--- config.mk ---
export PLATFORM = sky130hd
export DESIGN_NAME = selective_repeat_arq_controller
export DESIGN_NICKNAME = d
export VERILOG_FILES = /design/src/design/sra_pkg.sv /design/src/design/sra_dpath.sv /design/src/design/sra_ctrl.sv /design/src/design/selective_repeat_arq_controller.sv
export SDC_FILE = /design/constraint.sdc
export NUM_CORES = 1
export LEC_CHECK = 0
export BUFFER_PORTS_ARGS = -buffer_cell sky130_fd_sc_hd__buf_2
export CELL_PAD_IN_SITES_DETAIL_PLACEMENT = 1
export CELL_PAD_IN_SITES_GLOBAL_PLACEMENT = 1
export CORE_MARGIN = 1.5
export CORE_UTILIZATION = 50
export DETAILED_ROUTE_END_ITERATION = 8
export PLACE_DENSITY = 0.79
export SLEW_MARGIN = 25
export SYNTH_ARGS = -nofsm -noshare
export SYNTH_HDL_FRONTEND = slang
export SYNTH_HIERARCHICAL = 1
export SYNTH_SLANG_ARGS = --single-unit
export TNS_END_PERCENT = 10
--- constraint.sdc ---
create_clock -name i_clk -period 4.77 [get_ports i_clk]
set_clock_uncertainty 0.05 [all_clocks]
set_input_delay 1.431 -clock i_clk [delete_from_list [all_inputs] [get_ports i_clk]]
set_output_delay 1.431 -clock i_clk [all_outputs]
set_load 0.01 [all_outputs]
--- src/design/sra_pkg.sv ---
// ----------------------------------------------------------------------------
// sra_pkg
// shared types, codes and helpers of the selective-repeat window controller
// ----------------------------------------------------------------------------
package sra_pkg;

    // sequence space is the full 6-bit range, so modulo arithmetic wraps
    localparam int SEQ_W   = 6;
    localparam int SEQ_MAX = 63;
    // window is a power of two, so the slot of a sequence is its low bits
    localparam int WIN     = 32;
    localparam int SLOT_W  = $clog2(WIN);
    localparam int CNT_W   = $clog2(WIN + 1);
    localparam int RUN_W   = 6;

    // result queue of one event
    localparam int MAX_RES = 4;
    localparam int Q_IDX_W = $clog2(MAX_RES);
    localparam int Q_CNT_W = $clog2(MAX_RES + 1);

    localparam logic [CNT_W-1:0] WIN_CNT   = CNT_W'(WIN);
    localparam logic [SEQ_W-1:0] RECV_UP_0 = SEQ_W'(WIN % (SEQ_MAX + 1));

    // event codes
    localparam logic [2:0] MODE_PKT   = 3'd0;
    localparam logic [2:0] MODE_PHY   = 3'd1;
    localparam logic [2:0] MODE_FRAME = 3'd2;
    localparam logic [2:0] MODE_DTO   = 3'd3;
    localparam logic [2:0] MODE_ATO   = 3'd4;

    // received frame kinds
    localparam logic [1:0] FT_DATA = 2'd0;
    localparam logic [1:0] FT_ACK  = 2'd1;
    localparam logic [1:0] FT_NAK  = 2'd2;

    // result actions
    localparam logic [2:0] ACT_STATUS  = 3'd0;
    localparam logic [2:0] ACT_DATA    = 3'd1;
    localparam logic [2:0] ACT_ACK     = 3'd2;
    localparam logic [2:0] ACT_NAK     = 3'd3;
    localparam logic [2:0] ACT_DELIVER = 3'd4;
    localparam logic [2:0] ACT_RELEASE = 3'd5;

    // datapath operations
    localparam int OP_W = 3;
    localparam logic [OP_W-1:0] OP_NONE    = 3'd0;
    localparam logic [OP_W-1:0] OP_EVENT   = 3'd1;
    localparam logic [OP_W-1:0] OP_WALK    = 3'd2;
    localparam logic [OP_W-1:0] OP_NAKDATA = 3'd3;
    localparam logic [OP_W-1:0] OP_RELEASE = 3'd4;
    localparam logic [OP_W-1:0] OP_FILL    = 3'd5;

    typedef struct packed {
        logic [2:0]       mode;
        logic             frame_good;
        logic [1:0]       frame_type;
        logic [SEQ_W-1:0] rx_seq;
        logic [SEQ_W-1:0] rx_ack;
        logic [SEQ_W-1:0] timeout_seq;
    } t_in_item;

    typedef struct packed {
        logic [2:0]       action;
        logic [SEQ_W-1:0] seq_out;
        logic [SEQ_W-1:0] ack_out;
        logic [RUN_W-1:0] run_length;
        logic             start_data_timer;
        logic             restart_ack_timer;
        logic             halt_ack_timer;
        logic             net_enable;
        logic             last;
    } t_out_item;

    typedef struct packed {
        logic            load;
        logic            pop;
        logic [OP_W-1:0] op;
    } t_cmd;

    typedef struct packed {
        logic frame_ok;
        logic walk_act;
        logic head_last;
    } t_stat;

    function automatic logic [SEQ_W-1:0] seq_inc(input logic [SEQ_W-1:0] v);
        return (v < SEQ_W'(SEQ_MAX)) ? v + SEQ_W'(1) : '0;
    endfunction

    function automatic logic [SEQ_W-1:0] seq_dec(input logic [SEQ_W-1:0] v);
        return (v == '0) ? SEQ_W'(SEQ_MAX) : v - SEQ_W'(1);
    endfunction

    // b lies in the circular half-open interval [a, c)
    function automatic logic in_window(input logic [SEQ_W-1:0] a,
                                       input logic [SEQ_W-1:0] b,
                                       input logic [SEQ_W-1:0] c);
        return ((a <= b) && (b < c)) || ((c < a) && (b < c)) || ((c < a) && (a <= b));
    endfunction

    function automatic t_out_item mk_res(input logic [2:0]       action,
                                         input logic [SEQ_W-1:0] seq,
                                         input logic [RUN_W-1:0] run,
                                         input logic             sdt,
                                         input logic             rat,
                                         input logic             hat,
                                         input logic [SEQ_W-1:0] ack);
        t_out_item r;
        r.action            = action;
        r.seq_out           = seq;
        r.ack_out           = ack;
        r.run_length        = run;
        r.start_data_timer  = sdt;
        r.restart_ack_timer = rat;
        r.halt_ack_timer    = hat;
        r.net_enable        = 1'b0;
        r.last              = 1'b0;
        return r;
    endfunction

endpackage

--- src/design/sra_dpath.sv ---
// ----------------------------------------------------------------------------
// sra_dpath
// window state, arrived bitmap, delivery walk and per-event result queue
// ----------------------------------------------------------------------------
module sra_dpath (
    input  logic              i_clk,
    input  logic              i_rst_n,
    input  sra_pkg::t_cmd     i_cmd,
    input  sra_pkg::t_in_item i_in_item,
    output sra_pkg::t_stat    o_stat,
    output sra_pkg::t_out_item o_out_item
);
    import sra_pkg::*;

    t_in_item         r_item;
    logic [SEQ_W-1:0] r_send_lower, n_send_lower;
    logic [SEQ_W-1:0] r_send_next,  n_send_next;
    logic [SEQ_W-1:0] r_recv_lower, n_recv_lower;
    logic [SEQ_W-1:0] r_recv_upper, n_recv_upper;
    logic [WIN-1:0]   r_slot_arrived, n_slot_arrived;
    logic [CNT_W-1:0] r_outstanding, n_outstanding;
    logic             r_nak_allowed, n_nak_allowed;
    logic             r_phys_ready,  n_phys_ready;
    logic             r_walk_act,    n_walk_act;
    logic [SEQ_W-1:0] r_walk_first,  n_walk_first;
    logic [CNT_W-1:0] r_walk_n,      n_walk_n;
    t_out_item        r_q [MAX_RES];
    logic [Q_CNT_W-1:0] r_q_cnt,  n_q_cnt;
    logic [Q_IDX_W-1:0] r_q_head, n_q_head;

    logic             w_push;
    t_out_item        w_push_item;
    logic [SEQ_W-1:0] w_ack_now;
    logic [SEQ_W-1:0] w_lost;
    logic             w_lost_hit;
    logic             w_rel_hit;
    logic [SEQ_W-1:0] w_rel_n;
    logic [SLOT_W-1:0] w_seq_slot;
    logic [SLOT_W-1:0] w_walk_slot;
    logic             w_head_last;
    t_out_item        w_head;

    always_comb begin
        w_ack_now   = seq_dec(r_recv_lower);
        w_lost      = seq_inc(r_item.rx_ack);
        w_lost_hit  = in_window(r_send_lower, w_lost, r_send_next);
        w_rel_hit   = in_window(r_send_lower, r_item.rx_ack, r_send_next);
        // acked run length, sequence space wraps at its width
        w_rel_n     = r_item.rx_ack - r_send_lower + SEQ_W'(1);
        w_seq_slot  = r_item.rx_seq[SLOT_W-1:0];
        w_walk_slot = r_recv_lower[SLOT_W-1:0];
    end

    always_comb begin
        n_send_lower   = r_send_lower;
        n_send_next    = r_send_next;
        n_recv_lower   = r_recv_lower;
        n_recv_upper   = r_recv_upper;
        n_slot_arrived = r_slot_arrived;
        n_outstanding  = r_outstanding;
        n_nak_allowed  = r_nak_allowed;
        n_phys_ready   = r_phys_ready;
        n_walk_act     = r_walk_act;
        n_walk_first   = r_walk_first;
        n_walk_n       = r_walk_n;
        n_q_cnt        = r_q_cnt;
        n_q_head       = r_q_head;
        w_push         = 1'b0;
        w_push_item    = mk_res(ACT_STATUS, '0, '0, 1'b0, 1'b0, 1'b0, w_ack_now);

        case (i_cmd.op)
            OP_EVENT: begin
                case (r_item.mode)
                    MODE_PKT: begin
                        if (r_outstanding < WIN_CNT) begin
                            n_outstanding = r_outstanding + CNT_W'(1);
                            w_push        = 1'b1;
                            w_push_item   = mk_res(ACT_DATA, r_send_next, '0,
                                                   1'b1, 1'b0, 1'b1, w_ack_now);
                            n_send_next   = seq_inc(r_send_next);
                            n_phys_ready  = 1'b0;
                        end
                    end
                    MODE_PHY: begin
                        n_phys_ready = 1'b1;
                    end
                    MODE_FRAME: begin
                        if (!r_item.frame_good) begin
                            if (r_nak_allowed) begin
                                w_push        = 1'b1;
                                w_push_item   = mk_res(ACT_NAK, '0, '0,
                                                       1'b0, 1'b0, 1'b1, w_ack_now);
                                n_phys_ready  = 1'b0;
                                n_nak_allowed = 1'b0;
                            end
                        end else if (r_item.frame_type == FT_DATA) begin
                            if (r_item.rx_seq != r_recv_lower && r_nak_allowed) begin
                                w_push        = 1'b1;
                                w_push_item   = mk_res(ACT_NAK, '0, '0,
                                                       1'b0, 1'b0, 1'b1, w_ack_now);
                                n_phys_ready  = 1'b0;
                                n_nak_allowed = 1'b0;
                            end
                            if (in_window(r_recv_lower, r_item.rx_seq, r_recv_upper) &&
                                !r_slot_arrived[w_seq_slot]) begin
                                n_slot_arrived[w_seq_slot] = 1'b1;
                                n_walk_act   = 1'b1;
                                n_walk_first = r_recv_lower;
                                n_walk_n     = '0;
                            end
                        end
                    end
                    MODE_DTO: begin
                        w_push       = 1'b1;
                        w_push_item  = mk_res(ACT_DATA, r_item.timeout_seq, '0,
                                              1'b1, 1'b0, 1'b1, w_ack_now);
                        n_phys_ready = 1'b0;
                    end
                    MODE_ATO: begin
                        w_push       = 1'b1;
                        w_push_item  = mk_res(ACT_ACK, '0, '0,
                                              1'b0, 1'b0, 1'b1, w_ack_now);
                        n_phys_ready = 1'b0;
                    end
                    default: begin
                    end
                endcase
            end
            OP_WALK: begin
                // one window slot per cycle
                if (r_slot_arrived[w_walk_slot] && r_walk_n != WIN_CNT) begin
                    n_slot_arrived[w_walk_slot] = 1'b0;
                    n_nak_allowed = 1'b1;
                    n_recv_lower  = seq_inc(r_recv_lower);
                    n_recv_upper  = seq_inc(r_recv_upper);
                    n_walk_n      = r_walk_n + CNT_W'(1);
                end else begin
                    n_walk_act = 1'b0;
                    if (r_walk_n != '0) begin
                        w_push      = 1'b1;
                        w_push_item = mk_res(ACT_DELIVER, r_walk_first, RUN_W'(r_walk_n),
                                             1'b0, 1'b1, 1'b0, w_ack_now);
                    end
                end
            end
            OP_NAKDATA: begin
                if (r_item.frame_type == FT_NAK && w_lost_hit) begin
                    w_push       = 1'b1;
                    w_push_item  = mk_res(ACT_DATA, w_lost, '0,
                                          1'b1, 1'b0, 1'b1, w_ack_now);
                    n_phys_ready = 1'b0;
                end
            end
            OP_RELEASE: begin
                if (w_rel_hit) begin
                    w_push       = 1'b1;
                    w_push_item  = mk_res(ACT_RELEASE, r_send_lower, RUN_W'(w_rel_n),
                                          1'b0, 1'b0, 1'b0, w_ack_now);
                    n_send_lower = w_lost;
                    // outstanding counts down and stops at zero
                    if (r_outstanding > CNT_W'(w_rel_n))
                        n_outstanding = r_outstanding - CNT_W'(w_rel_n);
                    else
                        n_outstanding = '0;
                end
            end
            OP_FILL: begin
                if (r_q_cnt == '0) begin
                    w_push = 1'b1;
                end
            end
            default: begin
            end
        endcase

        if (w_push && r_q_cnt < Q_CNT_W'(MAX_RES))
            n_q_cnt = r_q_cnt + Q_CNT_W'(1);
        if (i_cmd.pop)
            n_q_head = r_q_head + Q_IDX_W'(1);
        if (i_cmd.load) begin
            n_q_cnt  = '0;
            n_q_head = '0;
        end
    end

    always_ff @(posedge i_clk) begin
        if (!i_rst_n) begin
            r_send_lower   <= '0;
            r_send_next    <= '0;
            r_recv_lower   <= '0;
            r_recv_upper   <= RECV_UP_0;
            r_slot_arrived <= '0;
            r_outstanding  <= '0;
            r_nak_allowed  <= 1'b1;
            r_phys_ready   <= 1'b0;
            r_walk_act     <= 1'b0;
            r_walk_n       <= '0;
            r_q_cnt        <= '0;
            r_q_head       <= '0;
        end else begin
            r_send_lower   <= n_send_lower;
            r_send_next    <= n_send_next;
            r_recv_lower   <= n_recv_lower;
            r_recv_upper   <= n_recv_upper;
            r_slot_arrived <= n_slot_arrived;
            r_outstanding  <= n_outstanding;
            r_nak_allowed  <= n_nak_allowed;
            r_phys_ready   <= n_phys_ready;
            r_walk_act     <= n_walk_act;
            r_walk_n       <= n_walk_n;
            r_q_cnt        <= n_q_cnt;
            r_q_head       <= n_q_head;
        end
    end

    always_ff @(posedge i_clk) begin
        r_walk_first <= n_walk_first;
        if (i_cmd.load)
            r_item <= i_in_item;
        if (w_push && r_q_cnt < Q_CNT_W'(MAX_RES))
            r_q[r_q_cnt[Q_IDX_W-1:0]] <= w_push_item;
    end

    always_comb begin
        w_head_last = (Q_CNT_W'(r_q_head) + Q_CNT_W'(1)) == r_q_cnt;
        w_head      = r_q[r_q_head];
        w_head.net_enable = (r_outstanding < WIN_CNT) && r_phys_ready;
        w_head.last       = w_head_last;
    end

    assign o_out_item       = w_head;
    assign o_stat.frame_ok  = (r_item.mode == MODE_FRAME) && r_item.frame_good;
    assign o_stat.walk_act  = r_walk_act;
    assign o_stat.head_last = w_head_last;

    a_walk_bound: assert property (@(posedge i_clk) disable iff (!i_rst_n)
        r_walk_n <= WIN_CNT)
        else $error("delivery walk ran past the window");

    a_outstanding_bound: assert property (@(posedge i_clk) disable iff (!i_rst_n)
        r_outstanding <= WIN_CNT)
        else $error("outstanding count above window");

    a_walk_ends_lower: assert property (@(posedge i_clk) disable iff (!i_rst_n)
        (i_cmd.op == OP_WALK && r_walk_act && n_walk_act) |=>
            (r_recv_lower == seq_inc($past(r_recv_lower))))
        else $error("walk step did not advance the receive window");

endmodule

--- src/design/sra_ctrl.sv ---
// ----------------------------------------------------------------------------
// sra_ctrl
// event sequencer: accept, event step, delivery walk, release, status fill, drain
// ----------------------------------------------------------------------------
module sra_ctrl (
    input  logic           i_clk,
    input  logic           i_rst_n,
    input  logic           i_in_valid,
    output logic           o_in_stall,
    output logic           o_out_valid,
    input  logic           i_out_stall,
    input  sra_pkg::t_stat i_stat,
    output sra_pkg::t_cmd  o_cmd
);
    import sra_pkg::*;

    localparam logic [2:0] S_IDLE    = 3'd0;
    localparam logic [2:0] S_EVENT   = 3'd1;
    localparam logic [2:0] S_WALK    = 3'd2;
    localparam logic [2:0] S_RELEASE = 3'd3;
    localparam logic [2:0] S_FINISH  = 3'd4;
    localparam logic [2:0] S_DRAIN   = 3'd5;

    logic [2:0] r_state, n_state;

    always_comb begin
        n_state    = r_state;
        o_cmd.load = 1'b0;
        o_cmd.pop  = 1'b0;
        o_cmd.op   = OP_NONE;
        case (r_state)
            S_IDLE: begin
                if (i_in_valid) begin
                    o_cmd.load = 1'b1;
                    n_state    = S_EVENT;
                end
            end
            S_EVENT: begin
                o_cmd.op = OP_EVENT;
                n_state  = i_stat.frame_ok ? S_WALK : S_FINISH;
            end
            S_WALK: begin
                if (i_stat.walk_act) begin
                    o_cmd.op = OP_WALK;
                end else begin
                    o_cmd.op = OP_NAKDATA;
                    n_state  = S_RELEASE;
                end
            end
            S_RELEASE: begin
                o_cmd.op = OP_RELEASE;
                n_state  = S_FINISH;
            end
            S_FINISH: begin
                o_cmd.op = OP_FILL;
                n_state  = S_DRAIN;
            end
            S_DRAIN: begin
                if (!i_out_stall) begin
                    o_cmd.pop = 1'b1;
                    if (i_stat.head_last)
                        n_state = S_IDLE;
                end
            end
            default: begin
                n_state = S_IDLE;
            end
        endcase
    end

    always_ff @(posedge i_clk) begin
        if (!i_rst_n) begin
            r_state <= S_IDLE;
        end else begin
            r_state <= n_state;
        end
    end

    assign o_in_stall  = (r_state != S_IDLE);
    assign o_out_valid = (r_state == S_DRAIN);

    a_no_overlap: assert property (@(posedge i_clk) disable iff (!i_rst_n)
        o_out_valid |-> o_in_stall)
        else $error("input taken while results still pending");

    a_accept_busy: assert property (@(posedge i_clk) disable iff (!i_rst_n)
        (i_in_valid && !o_in_stall) |=> (o_in_stall && !o_out_valid))
        else $error("accepted word not processed before drain");

    a_last_ends: assert property (@(posedge i_clk) disable iff (!i_rst_n)
        (o_out_valid && !i_out_stall && i_stat.head_last) |=> !o_out_valid)
        else $error("output kept valid after final word");

endmodule

--- src/design/selective_repeat_arq_controller.sv ---
// ----------------------------------------------------------------------------
// selective_repeat_arq_controller
// window control of a selective-repeat link protocol
// ----------------------------------------------------------------------------
// One input word is one event: packet ready, physical layer ready, frame
// received, data timeout or ack timeout. The block answers each event with one
// to three command words (send data, ack or nak, deliver an in-order run,
// release an acknowledged run, or status only), the final one flagged by last
// and all of them carrying the network-layer enable taken after the event.
// Events are handled one at a time: the input stalls from acceptance until
// the last command word of that event has been taken. A non-frame event or a
// bad frame passes through the event step, the status fill and the drain,
// which waits out output stalls; a good frame also runs the delivery walk,
// which tests one window slot of the arrived bitmap per cycle, and the
// release step.
// ----------------------------------------------------------------------------
module selective_repeat_arq_controller (
    input  logic               i_clk,
    input  logic               i_rst_n,
    // event words
    input  logic               i_in_valid,
    output logic               o_in_stall,
    input  sra_pkg::t_in_item  i_in_item,
    // command words
    output logic               o_out_valid,
    input  logic               i_out_stall,
    output sra_pkg::t_out_item o_out_item
);
    import sra_pkg::*;

    // control to datapath commands and datapath status back
    t_cmd  w_cmd;
    t_stat w_stat;

    // sequencer: walks each event through its steps and drains the results
    sra_ctrl u_ctrl (
        .i_clk       (i_clk),
        .i_rst_n     (i_rst_n),
        .i_in_valid  (i_in_valid),
        .o_in_stall  (o_in_stall),
        .o_out_valid (o_out_valid),
        .i_out_stall (i_out_stall),
        .i_stat      (w_stat),
        .o_cmd       (w_cmd)
    );

    // datapath: window bounds, arrived bitmap, flags and result queue
    sra_dpath u_dpath (
        .i_clk      (i_clk),
        .i_rst_n    (i_rst_n),
        .i_cmd      (w_cmd),
        .i_in_item  (i_in_item),
        .o_stat     (w_stat),
        .o_out_item (o_out_item)
    );

endmodule

==> results of run 1 <==
[cell type report]
| type | instances | share of cell area [%] |
|---|---|---|
| Clock buffer | 29 | 5.061 |
| Clock inverter | 11 | 0.9324 |
| Tap cell | 275 | 2.818 |
| Multi-Input combinational cell | 648 | 41.55 |
| Inverter | 67 | 2.059 |
| Timing Repair Buffer | 72 | 3.299 |
| Sequential cell | 207 | 44.28 |
[cells in the final DEF, fill, tap and decap left out, types with 9 or more instances in the layout]
cell,synthesis,final
nand2_1,59,59
xnor2_1,23,23
ha_1,73,73
nand3_1,48,48
a21oi_1,38,38
nand4_1,16,16
mux4_2,37,37
clkbuf_16,0,23
nand2b_1,10,10
nor3_1,25,25
inv_1,67,67
nor2_1,62,62
dfxtp_1,81,79
buf_2,9,55
buf_4,6,17
a21o_1,12,12
edfxtp_1,126,126
a211oi_1,10,10
o211ai_1,33,33
o21ai_1,10,11
o21ai_0,49,48
a221oi_1,9,9
[worst min path at each step]
stage	from	endpoint	slack (ns)
global placement	u_dpath/r_slot_arrived[11]	u_dpath/r_slot_arrived[11]	0.44
global route	u_dpath/r_slot_arrived[23]	u_dpath/r_slot_arrived[23]	0.49
CTS	u_dpath/r_slot_arrived[11]	u_dpath/r_slot_arrived[11]	0.46
floorplan	u_dpath/r_walk_act	u_dpath/r_walk_act	0.42
detailed placement	u_dpath/r_slot_arrived[11]	u_dpath/r_slot_arrived[11]	0.45
finish	u_dpath/r_slot_arrived[11]	u_dpath/r_slot_arrived[11]	0.46
[registers in the layout, indices dropped and copies added (netlist names), named ones only]
register	cells
u_ctrl/r_state	3
u_dpath/r_item	24
u_dpath/r_nak_allowed	1
u_dpath/r_outstanding	6
u_dpath/r_phys_ready	1
u_dpath/r_q	96
u_dpath/r_q_cnt	3
u_dpath/r_q_head	2
u_dpath/r_recv_lower	6
u_dpath/r_recv_upper	6
u_dpath/r_send_lower	6
u_dpath/r_send_next	6
u_dpath/r_slot_arrived	32
u_dpath/r_walk_act	1
u_dpath/r_walk_first	6
u_dpath/r_walk_n	6
[where the power goes]
group	total, mW	internal, mW	switching, mW	leakage [nW]
Combinational	0.482	0.189	0.293	2.16
Clock	1.71	1.02	0.691	0.359
Sequential	1.99	1.94	0.0479	1.85
[stage by stage]
step                instances  cell area [um2]  utilization (%)  hold slack, ns
finish                   1309            12210            57.37          0.4581
global route             1309            12210            57.37          0.4945
CTS                      1309            12210            57.37          0.4611
detailed placement       1269            11480            53.93          0.4509
global placement         1269            11480            53.92          0.4429
floorplan                 967            10960                -          0.4188
[cell families (layout without fill, tap and decap cells)]
kind of cell	after synthesis	count (layout)	synth area share [%]
AOI/OAI and AO/OA	217	217	13.21
DFF	207	207	49.34
and+or+nand+nor	275	275	13.07
adders and majority gates	77	77	8.897
xor gates and xnor gates	31	31	2.478
buffers and inverters	112	179	4.351
muxes	48	48	8.657
[tightest hold or removal path, stage by stage (launching register included)]
cell	delay, ns
dfxtp_1	0.32
o211ai_1	0.09
o21ai_1	0.06
[metal layers]
metal  GRT usage (%)  up-vias
li1                -     3734
met1           35.54     4098
met2           45.78      217
met3           3.283       29
met4           5.825        0
met5               0        -
==> impl_metrics.json, run 1 <==
{
  "place_congestion": 0.9098,
  "port_buffers": 55,
  "grt_max_degree": 45,
  "synthTopCellsByCount": "edfxtp_1, dfxtp_1, ha_1, inv_1, nor2_1",
  "critical_path.max_stage_delay_ns": 0.50,
  "synth_top_area_cell": "edfxtp_1",
  "ctsResizeCount": 0,
  "drv_slew": 0,
  "ys_ff_latch": 207,
  "rrSetupSlack_ns": 0.55,
  "die_h_um": 151.0,
  "worstPathArrival_ns": 4.32,
  "vias": 8078,
  "regArea_um2": 5408,
  "m1WireLength_um": 12540,
  "cts_tree": "built",
  "cts_made_buffers": 22,
  "initial_core_util_pct": 51.47,
  "cp-start-kind": "register",
  "setup_viol_count_final": 0,
  "cp.depth": 16,
  "r2r_cells": 16,
  "syn_avg_cell_area_um2": 11.33,
  "hold_viol_final": 0,
  "met2_length_um": 14660,
  "multi_input_area_um2": 5074,
  "netlist_area_um2": 10960,
  "antenna_found_initial": 0,
  "path_class": "register to register",
  "wirelength_um": 29160,
  "synth-main-ff-cell": "edfxtp_1",
  "drc": 0,
  "grt_overflow_total": 0,
  "p_per_area_nw_per_um2": 342.6,
  "fin_crit_sh_pct": 88.47,
  "antennaDiodeCount": 0,
  "r2r-end": "u_dpath/r_q[1][6]",
  "num_rows": 53,
  "cp.buffers_inverters": 2,
  "reg2reg_from": "u_dpath/r_item[6]",
  "yosysWarnings": 6,
  "clock-sinks": 207,
  "cellLeakagePower_nw": 4.376,
  "die_w_um": 151.0,
  "clock_tree.buffer_depth": 3,
  "syn_inst": 967,
  "holdBufCountCts": 0,
  "crit_path_cell_trace": "ha_1 > nand2_1 > o21ai_0 > nand2_1 > a21oi_1 > inv_1 > ha_1 > and4_1 > a21o_1 > a211o_1 > a21oi_1 > o211ai_1 > nand3_1 > o31a_2 > and2_1 > buf_4",
  "setup_slack_ns": 0.5500,
  "hp-class": "register to register",
  "grt_pass1_vias": 8378,
  "clock_latency_ns": 0.50,
  "drt_pass1_iterations": 5,
  "cts_setup_buffers": 0,
  "synth_fp_nets": 1070,
  "coreArea_um2": 21290,
  "path_max_fanout": 24,
  "drt_iter0_drc": 510,
  "crit_start": "u_dpath/r_item[6]",
  "maxCapViolations": 0,
  "async_flop_share_pct": 0,
  "tightest_slew_ns": 0.9503,
  "drt-wirelength-per-cell_um": 22.28,
  "status": "completed",
  "crit_end": "u_dpath/r_q[1][6]",
  "synthMostInstantiatedCell": "edfxtp_1",
  "htreeDepth": 1,
  "ir_drop_uv": 284.1,
  "antenna_left": 0,
  "rsz0062_at_grt": "false",
  "root_buffer": "clkbuf_16",
  "setup_tns_ns": 0,
  "synthDistinctLibCells": 82,
  "synth_top_area_share_pct": 34.54,
  "crit_family": "compound AO/OA/AOI/OAI gates",
  "cp.required_ns": 4.87,
  "area_growth_pct": 11.47,
  "hpwl_um": 20720,
  "yosysSeqAreaShare_pct": 49.34,
  "holdPathStages": 2,
  "dieArea_um2": 22810,
  "clkSlewWorstSetupHoldPaths_ns": 0.06,
  "wl_met3_um": 1578,
  "final.min_clock_period_ns": 4.220,
  "relSlewSlack_pct": 36.57,
  "num_io_pins": 56,
  "synth-edff-count": 126,
  "place_ws_ns": 0.6229,
  "synth_area_leaders": "edfxtp_1, dfxtp_1, ha_1",
  "critPathCaptureType": "register",
  "max_freq_mhz": 237.0,
  "fin_total_pwr_mw": 4.184,
  "fill_cells": 2224,
  "grt.total_usage_pct": 26.44,
  "vias_per_cell": 6.171,
  "drive_above_1_share_pct": 16.54,
  "highest_layer": "met4",
  "fin_nets": 1121,
  "critPathSlowestCell": "edfxtp_1",
  "grt_pass1_wl_um": 46330
}
Note: power is estimated with default switching activity, not from simulation.
==> run 2, diff against run 1 <==
--- a/config.mk
+++ b/config.mk
@@ -5,13 +5,13 @@
 export SDC_FILE = /design/constraint.sdc
 export NUM_CORES = 1
 export LEC_CHECK = 0
-export BUFFER_PORTS_ARGS = -buffer_cell sky130_fd_sc_hd__buf_2
 export CELL_PAD_IN_SITES_DETAIL_PLACEMENT = 1
 export CELL_PAD_IN_SITES_GLOBAL_PLACEMENT = 1
 export CORE_MARGIN = 1.5
-export CORE_UTILIZATION = 50
+export CORE_UTILIZATION = 51
 export DETAILED_ROUTE_END_ITERATION = 8
-export PLACE_DENSITY = 0.79
+export DONT_BUFFER_PORTS = 1
+export PLACE_DENSITY = 0.78
 export SLEW_MARGIN = 25
 export SYNTH_ARGS = -nofsm -noshare
 export SYNTH_HDL_FRONTEND = slang
==> impl_metrics.json, run 2 (synthesis gave the netlist of run 1 again) <==
{
  "status": "completed",
  "vias": 7831,
  "initial_core_util_pct": 52.12,
  "area_growth_pct": 9.468,
  "clock-sinks": 207,
  "final_common_cell": "edfxtp_1",
  "holdBufCountCts": 0,
  "setup_tns_ns": 0,
  "cp.required_ns": 4.88,
  "wirelength_um": 29490,
  "drt_pass1_iterations": 5,
  "fin_crit_sh_pct": 88.64,
  "port_buffers": 0,
  "drv_slew": 0,
  "grt.total_usage_pct": 26.87,
  "worstPathArrival_ns": 4.34,
  "critical_path.max_stage_delay_ns": 0.51,
  "drt-wirelength-per-cell_um": 23.44,
  "grt_pass1_vias": 8126,
  "maxCapViolations": 0,
  "antennaDiodeCount": 0,
  "coreArea_um2": 21020,
  "die_h_um": 149.6,
  "largest_register_ff_count": 96,
  "cellLeakagePower_nw": 4.178,
  "relSlewSlack_pct": 30.49,
  "clock_latency_ns": 0.51,
  "hold_viol_final": 0,
  "p_per_area_nw_per_um2": 355.2,
  "reg2reg_from": "u_dpath/r_item[6]",
  "vias_per_cell": 6.225,
  "fill_cells": 2137,
  "max_freq_mhz": 236.5,
  "cts_made_buffers": 23,
  "r2r-end": "u_dpath/r_q[2][12]",
  "final_cell_mix": "edfxtp_1, dfxtp_1, ha_1",
  "critPathSlowestCell": "edfxtp_1",
  "cp-start-kind": "register",
  "clkSlewWorstSetupHoldPaths_ns": 0.06,
  "clock_tree.buffer_depth": 3,
  "dieArea_um2": 22370,
  "critPathCaptureType": "register",
  "tightest_slew_ns": 1.041,
  "min_from": "u_dpath/r_slot_arrived[11]",
  "antenna_left": 0,
  "drt_iter0_drc": 464,
  "crit_family": "compound AO/OA/AOI/OAI gates",
  "path_class": "register to register",
  "drive_above_1_share_pct": 12.31,
  "hp-class": "register to register",
  "whs_endpoint": "u_dpath/r_slot_arrived[11]",
  "hpwl_um": 21150,
  "setup_viol_count_final": 0,
  "path_max_fanout": 24,
  "place_congestion": 0.8929,
  "cts_setup_buffers": 0,
  "rrSetupSlack_ns": 0.54,
  "final.min_clock_period_ns": 4.228,
  "holdPathStages": 2,
  "fin_total_pwr_mw": 4.260,
  "grt_pass1_wl_um": 46170,
  "antenna_found_initial": 1,
  "rsz0062_at_grt": "false",
  "cts_tree": "built",
  "crit_path_cell_trace": "ha_1 > nand2_1 > o21ai_0 > nand2_1 > a21oi_1 > inv_1 > ha_1 > and4_1 > a21o_1 > a211o_1 > a21oi_1 > o211ai_1 > nand3_1 > o31a_2 > and2_1 > buf_4",
  "ir_drop_uv": 236.9,
  "num_io_pins": 56,
  "fin_nets": 1070,
  "drc": 0,
  "cp.buffers_inverters": 2,
  "r2r_cells": 16,
  "cp.depth": 16,
  "grt_overflow_total": 0,
  "num_rows": 53,
  "grt_max_degree": 46,
  "die_w_um": 149.6,
  "root_buffer": "clkbuf_16",
  "htreeDepth": 1,
  "ctsResizeCount": 0
}
## run 2: layout make-up
type	count	area, um2	area share [%]
timing repair buffer	20	150.1	1.252
tap	275	344.1	2.869
sequential	207	5406	45.08
inverter	67	251.5	2.097
multi-input combinational	648	5074	42.31
clock buffer	25	583.1	4.862
clock inverter	16	183.9	1.534
## run 2: metal layers
layer	up-vias	wire, um	track usage, %
li1	3626	-	-
met1	3950	13060	36.36
met2	206	14340	45.02
met3	47	1466	3.933
met4	2	608	7.426
met5	-	10	0
## run 2: worst max-delay path by stage
| stage | start | to | slack (ns) |
|---|---|---|---|
| 2_1_floorplan | u_dpath/r_item[6] | u_dpath/r_q[0][10] | 0.80 |
| 6_report | u_dpath/r_item[6] | u_dpath/r_q[2][12] | 0.54 |
| 4_1_cts | u_dpath/r_item[6] | u_dpath/r_q[2][12] | 0.59 |
| 3_3_place_gp | u_dpath/r_item[6] | u_dpath/r_q[1][21] | 0.78 |
| 5_1_grt | u_dpath/r_item[6] | u_dpath/r_q[0][6] | 0.25 |
| 3_5_place_dp | u_dpath/r_item[6] | u_dpath/r_q[2][5] | 0.62 |
## run 2: power by group
part | leakage [nW] | total [mW] | switching, mW | internal [mW]
combinational | 1.96 | 0.460 | 0.288 | 0.172
clock | 0.363 | 1.81 | 0.751 | 1.06
sequential | 1.85 | 1.99 | 0.0498 | 1.94
## run 2: worst register-to-register path, cell delays in order (launching register included)
cell and delay [ns]:
edfxtp_1 0.51, ha_1 0.28, nand2_1 0.10, o21ai_0 0.15, nand2_1 0.07, a21oi_1 0.30, inv_1 0.09, ha_1 0.30
and4_1 0.22, a21o_1 0.19, a211o_1 0.25, a21oi_1 0.15, o211ai_1 0.14, nand3_1 0.29, o31a_2 0.29, and2_1 0.16
buf_4 0.34
## run 2: metrics by stage
stage | util (%) | worst slack, ns | hold slack [ns] | std cells | cell area [um2]
global placement | 53.40 | 0.7794 | 0.4383 | 1217 | 11220
finish | 57.05 | 0.5421 | 0.4552 | 1258 | 11990
CTS | 57.04 | 0.5889 | 0.4567 | 1258 | 11990
floorplan | - | 0.7999 | 0.4188 | 967 | 10960
global route | 57.05 | 0.2478 | 0.4731 | 1258 | 11990
detailed placement | 53.40 | 0.6232 | 0.4467 | 1217 | 11220
==> run 3, diff against run 2 <==
--- a/config.mk
+++ b/config.mk
@@ -8,13 +8,12 @@
 export CELL_PAD_IN_SITES_DETAIL_PLACEMENT = 1
 export CELL_PAD_IN_SITES_GLOBAL_PLACEMENT = 1
 export CORE_MARGIN = 1.5
-export CORE_UTILIZATION = 51
+export CORE_UTILIZATION = 52
 export DETAILED_ROUTE_END_ITERATION = 8
 export DONT_BUFFER_PORTS = 1
-export PLACE_DENSITY = 0.78
+export PLACE_DENSITY = 0.79
 export SLEW_MARGIN = 25
 export SYNTH_ARGS = -nofsm -noshare
 export SYNTH_HDL_FRONTEND = slang
-export SYNTH_HIERARCHICAL = 1
 export SYNTH_SLANG_ARGS = --single-unit
 export TNS_END_PERCENT = 10
==> impl_metrics.json, run 3 <==
{
  "status": "completed",
  "yosysSeqAreaShare_pct": 50.09,
  "dieArea_um2": 21620,
  "wirelength_um": 29920,
  "area_growth_pct": 9.265,
  "cts_tree": "built",
  "grt_pass1_wl_um": 46930,
  "cts_setup_buffers": 0,
  "hpwl_um": 21100,
  "vias": 7724,
  "clock_tree.buffer_depth": 3,
  "cellLeakagePower_nw": 4.055,
  "max_freq_mhz": 245.0,
  "root_buffer": "clkbuf_16",
  "drc": 0,
  "setup_viol_count_final": 0,
  "clock_latency_ns": 0.51,
  "vias_per_cell": 6.300,
  "r2r-end": "u_dpath.r_q[0][16]",
  "final_cell_mix": "edfxtp_1, dfxtp_1, ha_1",
  "ys_ff_latch": 207,
  "cts_made_buffers": 22,
  "drive_above_1_share_pct": 10.56,
  "clkSlewWorstSetupHoldPaths_ns": 0.07,
  "grt_overflow_total": 0,
  "rrSetupSlack_ns": 0.69,
  "synth_top_area_share_pct": 35.06,
  "hold_viol_final": 0,
  "drv_slew": 0,
  "worstPathArrival_ns": 4.19,
  "syn_avg_cell_area_um2": 11.43,
  "syn_inst": 944,
  "tightest_slew_ns": 0.8490,
  "initial_core_util_pct": 53.16,
  "largest_register_ff_count": 96,
  "drt-wirelength-per-cell_um": 24.41,
  "cp.required_ns": 4.88,
  "maxCapViolations": 0,
  "hp-class": "register to register",
  "yosysWarnings": 0,
  "min_from": "u_dpath.r_walk_n[5]",
  "num_rows": 52,
  "fin_crit_sh_pct": 85.58,
  "synth-main-ff-cell": "edfxtp_1",
  "drt_iter0_drc": 622,
  "die_w_um": 147.1,
  "r2r_cells": 14,
  "synth-edff-count": 126,
  "grt.total_usage_pct": 28.14,
  "clock-sinks": 207,
  "synthMostInstantiatedCell": "edfxtp_1",
  "path_class": "register to register",
  "dpl-instance-area_um2": 11060,
  "synth_top_area_cell": "edfxtp_1",
  "netlist_area_um2": 10790,
  "coreArea_um2": 20300,
  "cp-start-kind": "register",
  "ctsResizeCount": 0,
  "antenna_found_initial": 1,
  "htreeDepth": 1,
  "num_io_pins": 56,
  "whs_endpoint": "u_dpath.r_walk_n[5]",
  "final_area_um2": 11790,
  "path_max_fanout": 24,
  "grt_max_degree": 48,
  "reg2reg_from": "u_dpath.r_item[6]",
  "synth_fp_nets": 1045,
  "port_buffers": 0,
  "relSlewSlack_pct": 43.40,
  "synthDistinctLibCells": 69,
  "fin_nets": 1041,
  "holdBufCountCts": 0,
  "holdPathStages": 2,
  "antennaDiodeCount": 0,
  "critPathCaptureType": "register",
  "place_congestion": 0.8763,
  "synthTopCellsByCount": "edfxtp_1, dfxtp_1, ha_1, inv_1, nor2_1",
  "ir_drop_uv": 315.2,
  "final_common_cell": "edfxtp_1",
  "async_flop_share_pct": 0,
  "die_h_um": 147.1,
  "grt_pass1_vias": 8070,
  "final.min_clock_period_ns": 4.082,
  "rsz0062_at_grt": "false",
  "synth_area_leaders": "edfxtp_1, dfxtp_1, ha_1",
  "antenna_left": 0,
  "p_per_area_nw_per_um2": 345.2,
  "drt_pass1_iterations": 4,
  "setup_tns_ns": 0
}
## run 3: cell types whose count changed after synthesis, sizes merged, moves of 5 or more
cell and delta:
nand3 -26, a221oi -5, mux2i +19, o311ai +5
a21oi -9, buf -5, nor3 -13, a32oi +8
a22oi -6, a221o +6, o21ai +10
## run 3: kinds of logic (layout without fill, tap and decap cells)
logic type,Yosys count,count (layout),synth area share (%)
AOI/OAI and AO/OA,231,231,14.77
xor gates and xnor gates,27,27,2.319
adders and majority gates,73,73,8.604
buffers and inverters,114,126,4.313
DFF,207,207,50.09
muxes,60,60,9.404
and+or+nand+nor,232,232,10.49
## run 3: per-layer routing
| metal | vias up | global-route usage [%] | part of all wire, % |
|---|---|---|---|
| li1 | 3551 | - | - |
| met1 | 3919 | 39.82 | 45 |
| met2 | 206 | 45.47 | 47 |
| met3 | 46 | 4.596 | 5.2 |
| met4 | 2 | 6.900 | 1.9 |
| met5 | - | 0 | 0.060 |
## run 3: cell type report
cell class	count	area (um2)
fill	2102	8509
tap	270	337.8
timing repair buffer	16	120.1
sequential	207	5408
clock buffer	30	621.8
inverter	70	262.8
clock inverter	10	111.4
multi-input combinational	623	4928
## run 3: report_power, final
part / switching, mW / internal (mW)
Combinational: 0.201 / 0.122
Sequential: 0.0526 / 1.94
Clock: 0.727 / 1.03
## run 3: worst max-delay path by stage
stage                            startpoint                  to  cells past startpoint
global placement    u_dpath.r_recv_lower[4]  u_dpath.r_q[1][16]                      9
detailed placement  u_dpath.r_recv_lower[4]  u_dpath.r_q[0][12]                      9
global route              u_dpath.r_item[6]  u_dpath.r_q[0][16]                     16
floorplan                 u_dpath.r_item[6]  u_dpath.r_q[0][10]                     16
finish                    u_dpath.r_item[6]  u_dpath.r_q[0][16]                     14
CTS                 u_dpath.r_recv_lower[4]  u_dpath.r_q[0][16]                      9
## run 3: metrics by stage
stage	std cells	total power, mW	hold WS [ns]	util (%)	worst slack, ns
4_1_cts	1226	4.102	0.4554	58.08	0.6775
5_1_grt	1226	4.191	0.4724	58.08	0.4431
3_3_place_gp	1186	2.329	0.4386	54.46	0.7648
2_1_floorplan	944	2.251	0.3814	-	0.8762
6_report	1226	4.070	0.4505	58.08	0.6881
3_5_place_dp	1186	2.347	0.4493	54.47	0.6981
## run 3: worst max-delay path, cell delays in order, from the launching register on
cell,delay [ns]
edfxtp_1,0.51
ha_1,0.30
nand2_1,0.08
a21oi_1,0.06
o21ai_0,0.40
inv_1,0.13
ha_1,0.37
and4_1,0.24
a31oi_1,0.19
a31o_2,0.18
o21ai_0,0.08
a21oi_1,0.30
o21a_1,0.29
and2_1,0.17
buf_4,0.36
